### config.mk
export PLATFORM = sky130hd
export DESIGN_NAME = positional_ordered_list
export DESIGN_NICKNAME = d
export VERILOG_FILES = /design/src/pol_pkg.sv /design/src/pol_ctrl.sv /design/src/pol_dp.sv /design/src/positional_ordered_list.sv
export VERILOG_INCLUDE_DIRS = /design/src /design/src/src
export SDC_FILE = /design/constraint.sdc
export NUM_CORES = 2
export LEC_CHECK = 0
export BUFFER_PORTS_ARGS = -buffer_cell sky130_fd_sc_hd__clkbuf_2
export CAP_MARGIN = 20
export CORE_AREA = 5 5 255 257
export CTS_CLUSTER_DIAMETER = 120
export DETAILED_ROUTE_END_ITERATION = 7
export DIE_AREA = 0 0 260 262
export HOLD_SLACK_MARGIN = 0.15
export PLACE_DENSITY = 0.85
export SYNTH_ARGS = -nofsm -noshare
export SYNTH_HDL_FRONTEND = slang
export SYNTH_SLANG_ARGS = --single-unit
### constraint.sdc
create_clock -name clk -period 11.05 [get_ports clk]
set_clock_uncertainty 0.1 [all_clocks]
set_input_delay 0.5525 -clock clk [delete_from_list [all_inputs] [get_ports clk]]
set_output_delay 0.5525 -clock clk [all_outputs]
set_load 0.02 [all_outputs]
### src/positional_ordered_list_macros.svh
// ----------------------------------------------------------------------------
// positional_ordered_list assertion macros
// shared concurrent check forms, sampled on clk and held off during reset
// ----------------------------------------------------------------------------
`ifndef POSITIONAL_ORDERED_LIST_MACROS_SVH
`define POSITIONAL_ORDERED_LIST_MACROS_SVH

// property that must hold at every sampled edge
`define POL_ASSERT_ALWAYS(label, expr) \
    label: assert property (@(posedge clk) disable iff (!rst_n) (expr)) \
        else $error("positional_ordered_list check failed");

// same-cycle implication
`define POL_ASSERT_IMPL(label, ante, cons) \
    label: assert property (@(posedge clk) disable iff (!rst_n) (ante) |-> (cons)) \
        else $error("positional_ordered_list check failed");

// next-cycle implication
`define POL_ASSERT_NEXT(label, ante, cons) \
    label: assert property (@(posedge clk) disable iff (!rst_n) (ante) |=> (cons)) \
        else $error("positional_ordered_list check failed");

`endif

### src/pol_pkg.sv
// ----------------------------------------------------------------------------
// pol_pkg
// types, codes and constants shared by the positional ordered list
// ----------------------------------------------------------------------------
`default_nettype none

package pol_pkg;

    localparam int DEPTH_DEF = 16;
    localparam int VALUE_W   = 32;
    localparam int POS_W     = 8;
    // position arithmetic one bit wider so that length + 1 never wraps
    localparam int POSX_W    = POS_W + 1;

    typedef enum logic [2:0] {
        ACT_INS_FRONT = 3'd0,
        ACT_INS_REAR  = 3'd1,
        ACT_INS_POS   = 3'd2,
        ACT_DEL_FRONT = 3'd3,
        ACT_DEL_REAR  = 3'd4,
        ACT_DEL_POS   = 3'd5,
        ACT_READ      = 3'd6
    } action_t;

    typedef enum logic [1:0] {
        ST_OK    = 2'd0,
        ST_EMPTY = 2'd1,
        ST_FULL  = 2'd2,
        ST_POS   = 2'd3
    } status_t;

    typedef struct packed {
        action_t                    action;
        logic signed [VALUE_W-1:0]  value;
        logic        [POS_W-1:0]    position;
    } req_t;

    typedef struct packed {
        status_t                    status;
        logic signed [VALUE_W-1:0]  element;
        logic        [POS_W-1:0]    slot;
        logic        [POS_W-1:0]    length;
        logic                       last;
    } rsp_t;

    typedef struct packed {
        logic exec;   // run the accepted request into the result register
        logic step;   // advance readout to the next element
    } pol_cmd_t;

    typedef struct packed {
        logic last;   // beat held in the result register is the final one
    } pol_sts_t;

endpackage

`default_nettype wire

### src/pol_ctrl.sv
// ----------------------------------------------------------------------------
// pol_ctrl
// handshake controller: sequences request execution and readout beats
// ----------------------------------------------------------------------------
`default_nettype none

`include "positional_ordered_list_macros.svh"

module pol_ctrl
    import pol_pkg::*;
(
    input  wire logic     clk,
    input  wire logic     rst_n,
    input  wire logic     req_valid,
    output logic          req_ready,
    output logic          rsp_valid,
    input  wire logic     rsp_ready,
    output pol_cmd_t      cmd,
    input  wire pol_sts_t sts
);

    typedef enum logic {
        IDLE,
        BUSY
    } state_t;

    state_t state_reg;
    state_t state_next;
    logic   rsp_valid_reg;
    logic   rsp_valid_next;
    logic   final_taken;

    // the result register frees up in the cycle its final beat is taken
    assign final_taken = (state_reg == BUSY) && rsp_ready && sts.last;
    assign req_ready   = (state_reg == IDLE) || final_taken;
    assign rsp_valid   = rsp_valid_reg;

    always_comb
    begin
        cmd.exec = req_valid && req_ready;
        cmd.step = (state_reg == BUSY) && rsp_ready && !sts.last;

        state_next = state_reg;
        if (cmd.exec)
        begin
            state_next = BUSY;
        end
        else if (final_taken)
        begin
            state_next = IDLE;
        end
        rsp_valid_next = (state_next == BUSY);
    end

    always_ff @(posedge clk or negedge rst_n)
    begin
        if (!rst_n)
        begin
            state_reg     <= IDLE;
            rsp_valid_reg <= 1'b0;
        end
        else
        begin
            state_reg     <= state_next;
            rsp_valid_reg <= rsp_valid_next;
        end
    end

    `POL_ASSERT_IMPL(a_step_not_final, cmd.step, !sts.last && rsp_valid)
    `POL_ASSERT_IMPL(a_exec_excl_step, cmd.exec, !cmd.step)
    `POL_ASSERT_NEXT(a_exec_gives_beat, cmd.exec, rsp_valid)

endmodule

`default_nettype wire

### src/pol_dp.sv
// ----------------------------------------------------------------------------
// pol_dp
// datapath: shifting cell array, occupancy and the result register
// ----------------------------------------------------------------------------
`default_nettype none

`include "positional_ordered_list_macros.svh"

module pol_dp
    import pol_pkg::*;
#(
    parameter int DEPTH = DEPTH_DEF
)
(
    input  wire logic     clk,
    input  wire logic     rst_n,
    input  wire req_t     req,
    input  wire pol_cmd_t cmd,
    output pol_sts_t      sts,
    output rsp_t          rsp
);

    localparam int IDX_W = (DEPTH > 1) ? $clog2(DEPTH) : 1;
    localparam int OCC_W = $clog2(DEPTH + 1);
    localparam logic [POSX_W-1:0] DEPTH_X = POSX_W'(DEPTH);

    logic signed [VALUE_W-1:0] cells_reg  [DEPTH];
    logic signed [VALUE_W-1:0] cells_next [DEPTH];
    logic [OCC_W-1:0]          occ_reg;
    logic [OCC_W-1:0]          occ_next;
    logic [IDX_W-1:0]          rd_idx_reg;
    logic [IDX_W-1:0]          rd_idx_next;
    status_t                   status_reg;
    status_t                   status_next;
    logic signed [VALUE_W-1:0] element_reg;
    logic signed [VALUE_W-1:0] element_next;
    logic [POS_W-1:0]          slot_reg;
    logic [POS_W-1:0]          slot_next;
    logic [POS_W-1:0]          length_reg;
    logic [POS_W-1:0]          length_next;
    logic                      last_reg;
    logic                      last_next;

    logic [POSX_W-1:0] occ_x;
    logic [POSX_W-1:0] pos_x;
    logic [POSX_W-1:0] ins_pos;
    logic [POSX_W-1:0] del_pos;
    logic [IDX_W-1:0]  ins_idx;
    logic [IDX_W-1:0]  del_idx;
    logic [POSX_W-1:0] rd_nxt;
    logic              full;
    logic              empty;
    logic              ins_ok;
    logic              del_ok;

    assign occ_x = POSX_W'(occ_reg);
    assign pos_x = POSX_W'(req.position);
    assign full  = (occ_x == DEPTH_X);
    assign empty = (occ_reg == '0);

    always_comb
    begin
        case (req.action)
            ACT_INS_FRONT: ins_pos = POSX_W'(1);
            ACT_INS_REAR:  ins_pos = occ_x + POSX_W'(1);
            default:       ins_pos = pos_x;
        endcase
        case (req.action)
            ACT_DEL_FRONT: del_pos = POSX_W'(1);
            ACT_DEL_REAR:  del_pos = occ_x;
            default:       del_pos = pos_x;
        endcase
    end

    assign ins_ok  = (ins_pos != '0) && (ins_pos <= occ_x + POSX_W'(1));
    assign del_ok  = (del_pos != '0) && (del_pos <= occ_x);
    assign ins_idx = IDX_W'(ins_pos - POSX_W'(1));
    assign del_idx = IDX_W'(del_pos - POSX_W'(1));
    assign rd_nxt  = POSX_W'(rd_idx_reg) + POSX_W'(1);

    always_comb
    begin
        cells_next   = cells_reg;
        occ_next     = occ_reg;
        rd_idx_next  = rd_idx_reg;
        status_next  = status_reg;
        element_next = element_reg;
        slot_next    = slot_reg;
        last_next    = last_reg;

        if (cmd.exec)
        begin
            status_next  = ST_OK;
            element_next = '0;
            slot_next    = '0;
            last_next    = 1'b1;
            case (req.action)
                ACT_INS_FRONT, ACT_INS_REAR, ACT_INS_POS:
                begin
                    if (full)
                    begin
                        status_next = ST_FULL;
                    end
                    else if (!ins_ok)
                    begin
                        status_next = ST_POS;
                    end
                    else
                    begin
                        // open a gap at the insert point, tail moves back one cell
                        for (int i = 1; i < DEPTH; i++)
                        begin
                            if (IDX_W'(i) > ins_idx)
                            begin
                                cells_next[i] = cells_reg[i-1];
                            end
                            else if (IDX_W'(i) == ins_idx)
                            begin
                                cells_next[i] = req.value;
                            end
                        end
                        if (ins_idx == '0)
                        begin
                            cells_next[0] = req.value;
                        end
                        occ_next  = occ_reg + OCC_W'(1);
                        slot_next = POS_W'(ins_pos);
                    end
                end
                ACT_DEL_FRONT, ACT_DEL_REAR, ACT_DEL_POS:
                begin
                    if (empty)
                    begin
                        status_next = ST_EMPTY;
                    end
                    else if (!del_ok)
                    begin
                        status_next = ST_POS;
                    end
                    else
                    begin
                        element_next = cells_reg[del_idx];
                        // close the gap, tail moves forward one cell
                        for (int i = 0; i < DEPTH - 1; i++)
                        begin
                            if (IDX_W'(i) >= del_idx)
                            begin
                                cells_next[i] = cells_reg[i+1];
                            end
                        end
                        occ_next  = occ_reg - OCC_W'(1);
                        slot_next = POS_W'(del_pos);
                    end
                end
                ACT_READ:
                begin
                    if (empty)
                    begin
                        status_next = ST_EMPTY;
                    end
                    else
                    begin
                        rd_idx_next  = '0;
                        element_next = cells_reg[0];
                        slot_next    = POS_W'(1);
                        last_next    = (occ_x == POSX_W'(1));
                    end
                end
                default:
                begin
                    // unused action code: plain ok beat, list untouched
                end
            endcase
        end
        else if (cmd.step)
        begin
            rd_idx_next  = IDX_W'(rd_nxt);
            element_next = cells_reg[IDX_W'(rd_nxt)];
            slot_next    = POS_W'(rd_nxt + POSX_W'(1));
            last_next    = ((rd_nxt + POSX_W'(1)) == occ_x);
        end
        length_next = POS_W'(occ_next);
    end

    always_ff @(posedge clk or negedge rst_n)
    begin
        if (!rst_n)
        begin
            occ_reg    <= '0;
            rd_idx_reg <= '0;
            status_reg <= ST_OK;
            slot_reg   <= '0;
            last_reg   <= 1'b1;
        end
        else
        begin
            occ_reg    <= occ_next;
            rd_idx_reg <= rd_idx_next;
            status_reg <= status_next;
            slot_reg   <= slot_next;
            last_reg   <= last_next;
        end
    end

    always_ff @(posedge clk)
    begin
        cells_reg   <= cells_next;
        element_reg <= element_next;
        length_reg  <= length_next;
    end

    assign sts.last    = last_reg;
    assign rsp.status  = status_reg;
    assign rsp.element = element_reg;
    assign rsp.slot    = slot_reg;
    assign rsp.length  = length_reg;
    assign rsp.last    = last_reg;

    `POL_ASSERT_ALWAYS(a_occ_bound, POSX_W'(occ_reg) <= DEPTH_X)
    `POL_ASSERT_NEXT(a_step_slot, cmd.step, slot_reg == $past(slot_reg) + POS_W'(1))
    `POL_ASSERT_IMPL(a_err_single, status_reg != ST_OK, last_reg && (slot_reg == '0))

endmodule

`default_nettype wire

### src/positional_ordered_list.sv
// ----------------------------------------------------------------------------
// positional_ordered_list
// timing: the result beat is registered, valid the cycle after the request beat
// throughput: one request per cycle for inserts and deletes if rsp_ready is high;
// the cell array shifts at once; a readout gives one beat per element (length beats)
// reset: list empty, no result pending; cell contents are not cleared
// ----------------------------------------------------------------------------
`default_nettype none

module positional_ordered_list
    import pol_pkg::*;
#(
    parameter int DEPTH = DEPTH_DEF
)
(
    input  wire logic clk,
    input  wire logic rst_n,
    input  wire logic req_valid,
    output logic      req_ready,
    input  wire req_t req,
    output logic      rsp_valid,
    input  wire logic rsp_ready,
    output rsp_t      rsp
);

    pol_cmd_t cmd;
    pol_sts_t sts;

    pol_ctrl u_ctrl (
        .clk       (clk),
        .rst_n     (rst_n),
        .req_valid (req_valid),
        .req_ready (req_ready),
        .rsp_valid (rsp_valid),
        .rsp_ready (rsp_ready),
        .cmd       (cmd),
        .sts       (sts)
    );

    pol_dp #(
        .DEPTH (DEPTH)
    ) u_dp (
        .clk   (clk),
        .rst_n (rst_n),
        .req   (req),
        .cmd   (cmd),
        .sts   (sts),
        .rsp   (rsp)
    );

endmodule

`default_nettype wire
* Word level (Yosys, flattened, before mapping)
Cells that the tools add are included.
Word-level totals: flip-flop bits (word level) 570, output and inout bits 53
Cells by class: multiplexer cells 95, reduce and logical (&&, ||, !) cells 36, equal/unequal tests 60, add/sub/neg operators 7, order comparisons 34, bitwise gates (word level) 4
Operator list (number):
- 32-bit two-way mux | 55
- 512-bit two-way mux | 2
- 480-bit two-way mux | 2
- 480-bit case mux with 2 select lines | 1
- 32-bit binary-select mux with 4-bit select | 2
- 8-bit AND reduction | 15
- 32-bit case mux with 2 select lines | 1
- 8-bit two-way mux | 6
- 3-bit by 1-bit != test with 1-bit output (second input constant) | 14
- 2-bit by 1-bit != test with 1-bit output (second input constant) | 19
- 4-bit == test (first input constant) | 8
- 4-bit > comparator (first input constant) | 8
- 8-bit case mux with 2 select lines | 2
- 4-bit greater-or-equal comparator (first input constant) | 7
- 5-bit two-way mux | 5
- 8-bit case mux with 3 select lines | 1
- 9-bit nonzero test | 2
- 3-bit by 4-bit == test with 1-bit output (first input constant) | 4
- 3-bit by 4-bit greater-or-equal comparator with 1-bit output (first input constant) | 4
- 3-bit by 4-bit > comparator with 1-bit output (first input constant) | 4
- 4-bit two-way mux | 4
- 5-bit greater-or-equal comparator (second input constant) | 2
- 4-bit NOT with 5-bit output | 2
- 5-bit case mux with 2 select lines | 1
- other kinds (35) | 65

* Logic depth before layout (Yosys ltp)
word-level depth 11, mapped depth 18, mapped depth without buffers 12

* Cells and area by module
A second synthesis with hierarchy kept.
Unflattened totals: cell total of the unflattened synthesis 3131, area total of the unflattened synthesis 37474.7 µm²
Modules (own cells, without submodules):
- pol_dp | instances 1, area an instance 37407.1 µm², cells each 3123
- pol_ctrl | instances 1, area an instance 67.6 µm², cells each 8

* Worst setup path before layout
Ideal clock, no wire load.
path kind input-to-reg, start input req[40] in the netlist's numbering, end register u_dp.cells_reg[320] in the netlist's numbering (enable), required time 10.355 ns, stages 16, path slack 1.760 ns, library setup time 0.595 ns, data arrival time 8.595 ns, cell sequence clkbuf_1 buf_2 nor3b_1 a22oi_1 and2_1 buf_2 clkbuf_1 clkbuf_1 ha_1 nor2b_1 o211ai_1 a21oi_1 nor3_1 and3_1 o211ai_2 a2111oi_0
Between the ends: cells in the longest elaborated chain, start to end 6, elaborated cells between the ends (all ways) 29, those cells by class 2 x add/sub; 4 x order compare; 12 x eq/ne; 2 x mux; 9 x reduce/logical
RTL lines:
- start: declaration | line positional_ordered_list.sv:20 | input wire req_t req,
- 3-bit by 1-bit == test with 1-bit output, or another cell as far along | line pol_dp.sv:63, pol_dp.sv:97
- 8-bit case mux with 2 select lines (on tied branches) | line pol_dp.sv:63, pol_dp.sv:68
- 4-bit by 1-bit subtractor with 4-bit output, or another cell as far along | line pol_dp.sv:77 | assign ins_idx = IDX_W'(ins_pos - POSX_W'(1));
- 3-bit by 4-bit > comparator with 1-bit output, or another cell as far along | line pol_dp.sv:113 | if (IDX_W'(i) > ins_idx)
- 3-bit by 1-bit != test with 1-bit output (no source line) / 2-bit by 1-bit != test with 1-bit output (equally long branches)
- 8-bit AND reduction (no source line) *
- end signal: assignment | line pol_dp.sv:207 | cells_reg <= cells_next;
- end: declaration | line pol_dp.sv:27 | logic signed [VALUE_W-1:0] cells_reg [DEPTH];
Mark *: on every way between the ends. The rest lies on a longest branch, timed or not. A chain may end at the register's enable or synchronous reset.

* Worst setup path in the final report
start register u_dp.occ_reg[0], end register u_dp.element_reg[24], data pin
Between the ends: cells in the longest elaborated chain, start to end 10, elaborated cells between the ends (all ways) 15, those cells by class 1 x add/sub; 1 x order compare; 9 x mux; 1 x bitwise; 3 x reduce/logical
RTL lines:
- start: declaration | line pol_dp.sv:29 | logic [OCC_W-1:0] occ_reg;
- start signal: assignment | line pol_dp.sv:197 | occ_reg <= occ_next;
- 8-bit case mux with 2 select lines | line pol_dp.sv:68 | case (req.action)
- 4-bit by 1-bit subtractor with 4-bit output | line pol_dp.sv:78 | assign del_idx = IDX_W'(del_pos - POSX_W'(1));
- 4-bit NOT with 5-bit output (implied by the code) | line pol_dp.sv:142 | element_next = cells_reg[del_idx];
- 32-bit binary-select mux with 4-bit select | line pol_dp.sv:142
- 32-bit two-way mux (implied by the code) (2 in a row) | line pol_dp.sv:142
- 32-bit two-way mux | line pol_dp.sv:136 | else if (!del_ok)
- 32-bit two-way mux | line pol_dp.sv:132 | if (empty)
- 32-bit case mux with 2 select lines * | line pol_dp.sv:97 | case (req.action)
- 32-bit two-way mux * | line pol_dp.sv:91 | if (cmd.exec)
- named net u_dp.element_next[24] | line pol_dp.sv:36 | logic signed [VALUE_W-1:0] element_next;
- end signal: assignment | line pol_dp.sv:208 | element_reg <= element_next;
- end: declaration | line pol_dp.sv:35 | logic signed [VALUE_W-1:0] element_reg;
The timed path passes the listed nets; every way through them passes the cells marked *. The select of a mux whose other input is x is not followed.

==> results.md <==
* Status: complete, no violations
* CTS tree: yes
* Antenna-violating nets left at 0
* Syn Inst Count at ~3200
* Clk slew on worst S/H paths at roughly 0.06 ns
* Die width at 260 um
* Synthesis-stage register bit count at 570
* CP Capture Type: flop
* Layout cells sized above 1 at 17.9%
* Routability Congestion at between 0.9 and 1
* Core footprint at roughly 63000 um2
* WP buf/inv at 2
* # Post-CTS Setup Buffers at 0
* Sequential cell area fraction in the yosys report at ~46%
* Slew of the pin with the lowest slew margin at ~1.2 ns
* RSZ-0062 raised after global routing: false
* Power per cell area at roughly 230 nW/um2
* FFs w/ async S/R, synth at approximately 3.7%
* Synth top area cells: edfxtp_1, mux2i_1, mux4_2, nand2_1, o21ai_1
* Most frequent cells in the layout: nand2_1, edfxtp_1, mux2i_1
* Leading area contributor after synthesis: edfxtp_1
* Vias post-DR at around 31000
* Initial antenna violation count at 6
* Max reg flops at approximately 510
* Root Driver: clkbuf_16
* VDD IR max at 0.218 mV
* CP cell instances: a22oi_1, and2_4, buf_4, ha_1, nor2b_1, o211ai_1, a21oi_1, nor3_1, and3_2, nand2_1, buf_4, o211ai_1
* Total power at between 9000 and 10000 uW
* GR Overflow Total at 0
* WHS at 0.179 ns
* Max Slew Vio Count at 0
* Largest net degree at the start of global routing at roughly 230
* Hold Path Class: in -> reg
* Die Span Y at around 260 um
* DRT Pass-1 Iters at 6
* Clock tree buffer depth at 3
* Max incr delay on CP at 1.05 ns
* Avg Inst Size Synth at 11.4 um2
* Boundary Pins at 100
* Final worst path period need at about 6.2 ns
* Hold Fails Final Rpt at 0
* Crit path arrival time at around 6.6 ns
* Hpwl dp at 64.6 mm
* Via/cell ratio at 7.60
* # fillers at between 4000 and 5000
* Delay-heaviest family, CP: simple AND/OR/NAND/NOR gates
* Final setup fails at 0
* Rows at just over 90
* WP data required at 11.45 ns
* Post-layout nets at between 3000 and 4000
* Ys flop type: edfxtp_1
* CTS H-tree lvls at 2
* Synth cell types at between 80 and 90
* Residual DRC count at 0
* GRT Total Usage at 35.4%
* Clk Latency, worst-skew pair at 0.68 ns
* Period utilisation layout at between 50% and 60%
* Drt wl/cell at a little over 30 um
* Initial DRC Count at 5724
* Crit Path Category: reg -> reg
* Max Cap Viol at 0
* Global-route wire length before repair at between 150 and 200 mm
* FMAX at ~160 MHz
* CTS buffer count at 61
* Startpoint types: flop
* Most common cell after layout, fill and taps aside: nand2_1
* Clock sink count at 570
* Leak pwr at 0.0147 uW
* Final WL at about 120 mm
* Die Area at about 68000 um2
* Initial core utilization at 59.4%
* Vias in the first global route at between 30000 and 40000
* Synth top area share at 44.0%
* Slowest CP cell: and3_2
* Synth-to-layout area growth at 8.64%
* Warnings from Yosys at 0
* Rel. slew slack at between 20 and 25%
* I/O Buffers at between 90 and 100
* Mapped Area at approximately 37000 um2
* CP Max Fanout at 58
* Post-route setup TNS at 0 ns
* Post-synth EDFFs at between 500 and 600
metrics by stage:
step | utilization [%] | cells | setup WS (ns) | instance area [um2]
after floorplan | - | 3251 | 1.76 | 37100
after global routing | 64.5 | 4057 | 4.93 | 40300
after detailed placement | 61.2 | 3941 | 4.93 | 38300
after CTS | 64.5 | 4053 | 5.28 | 40300
final | 64.6 | 4059 | 4.88 | 40300
after global placement | 61.2 | 3941 | 5.06 | 38300
worst paths after layout:
| check | slack [ns] | startpoint | cells past startpoint | endpoint |
|---|---|---|---|---|
| max in group asynchronous | 10.15 | rst_n | 2 | u_dp.rd_idx_reg[0] |
| max | 4.88 | u_dp.occ_reg[0] | 12 | u_dp.element_reg[24] |
| min reg2reg | 0.41 | u_dp.slot_reg[7] | 1 | u_dp.slot_reg[7] |
| max reg2reg | 4.88 | u_dp.occ_reg[0] | 12 | u_dp.element_reg[24] |
| min | 0.18 | rsp_ready | 3 | u_ctrl.state_reg |
| min in group asynchronous | 0.30 | rst_n | 2 | u_dp.status_reg[0] |
cell type report:
type                    count  area (um2)  share of cell area, %
repair buffers            165        1060                   2.63
diodes                      5        12.5                 0.0310
inverters                  17        73.8                  0.183
clock inverters            41         459                   1.14
well taps                 846        1060                   2.62
multi-input cells        2346       19100                   47.4
clock buffers              69        1580                   3.91
flip-flops and latches    570       17000                   42.0
kinds of logic (layout without fill, tap and decap cells):
family	Yosys count	after routing	share of synthesized area, %
AOI/OAI and AO/OA	771	771	12.6
and+or+nand+nor	770	770	8.53
muxes	762	762	28.2
DFF	570	570	45.7
buffers and inverters	335	292	3.79
adders and majority gates	23	23	0.775
xor gates and xnor gates	17	17	0.462
other	1	8	0.0101
cells in the mapped netlist, drive strengths merged (18+ instances only):
| cell | count |
|---|---|
| a21oi | 19 |
| dfrtp | 20 |
| clkbuf | 208 |
| o22ai | 18 |
| mux2 | 32 |
| a22o | 33 |
| nand3 | 33 |
| nand2 | 634 |
| o211ai | 30 |
| o2111ai | 23 |
| edfxtp | 544 |
| buf | 110 |
| mux4 | 224 |
| ha | 23 |
| mux2i | 506 |
| a32oi | 58 |
| nor2 | 30 |
| a22oi | 36 |
| o21ai | 498 |
worst register-to-register path, delay by kind of cell (launching register included):
family	cells	cell delay (ns)
buf+inv	2	1.33
simple gates	5	2.86
compound gates	4	0.83
fa+ha+maj	1	0.33
flops	1	0.56
power breakdown:
group	switching, uW	internal [uW]
clock network	930	1230
registers	256	2760
logic	2320	1810
what timing repair did:
item                      CTS  global route
hold buffers                2             0
gates resized for setup     0             0
hold endpoints to repair   22             0
metal layers:
layer  vias to the layer above  global-route usage [%]  part of all wire (%)  routed length, um
li1                      12328                       -                     -                  -
met1                     14718                    45.2                    33              40300
met2                      3036                    53.4                    44              54400
met3                       769                    11.3                    16              19500
met4                         0                    21.1                   7.5               9300
met5                         -                       0                     0                  0
(Power assumes the default switching activity.)
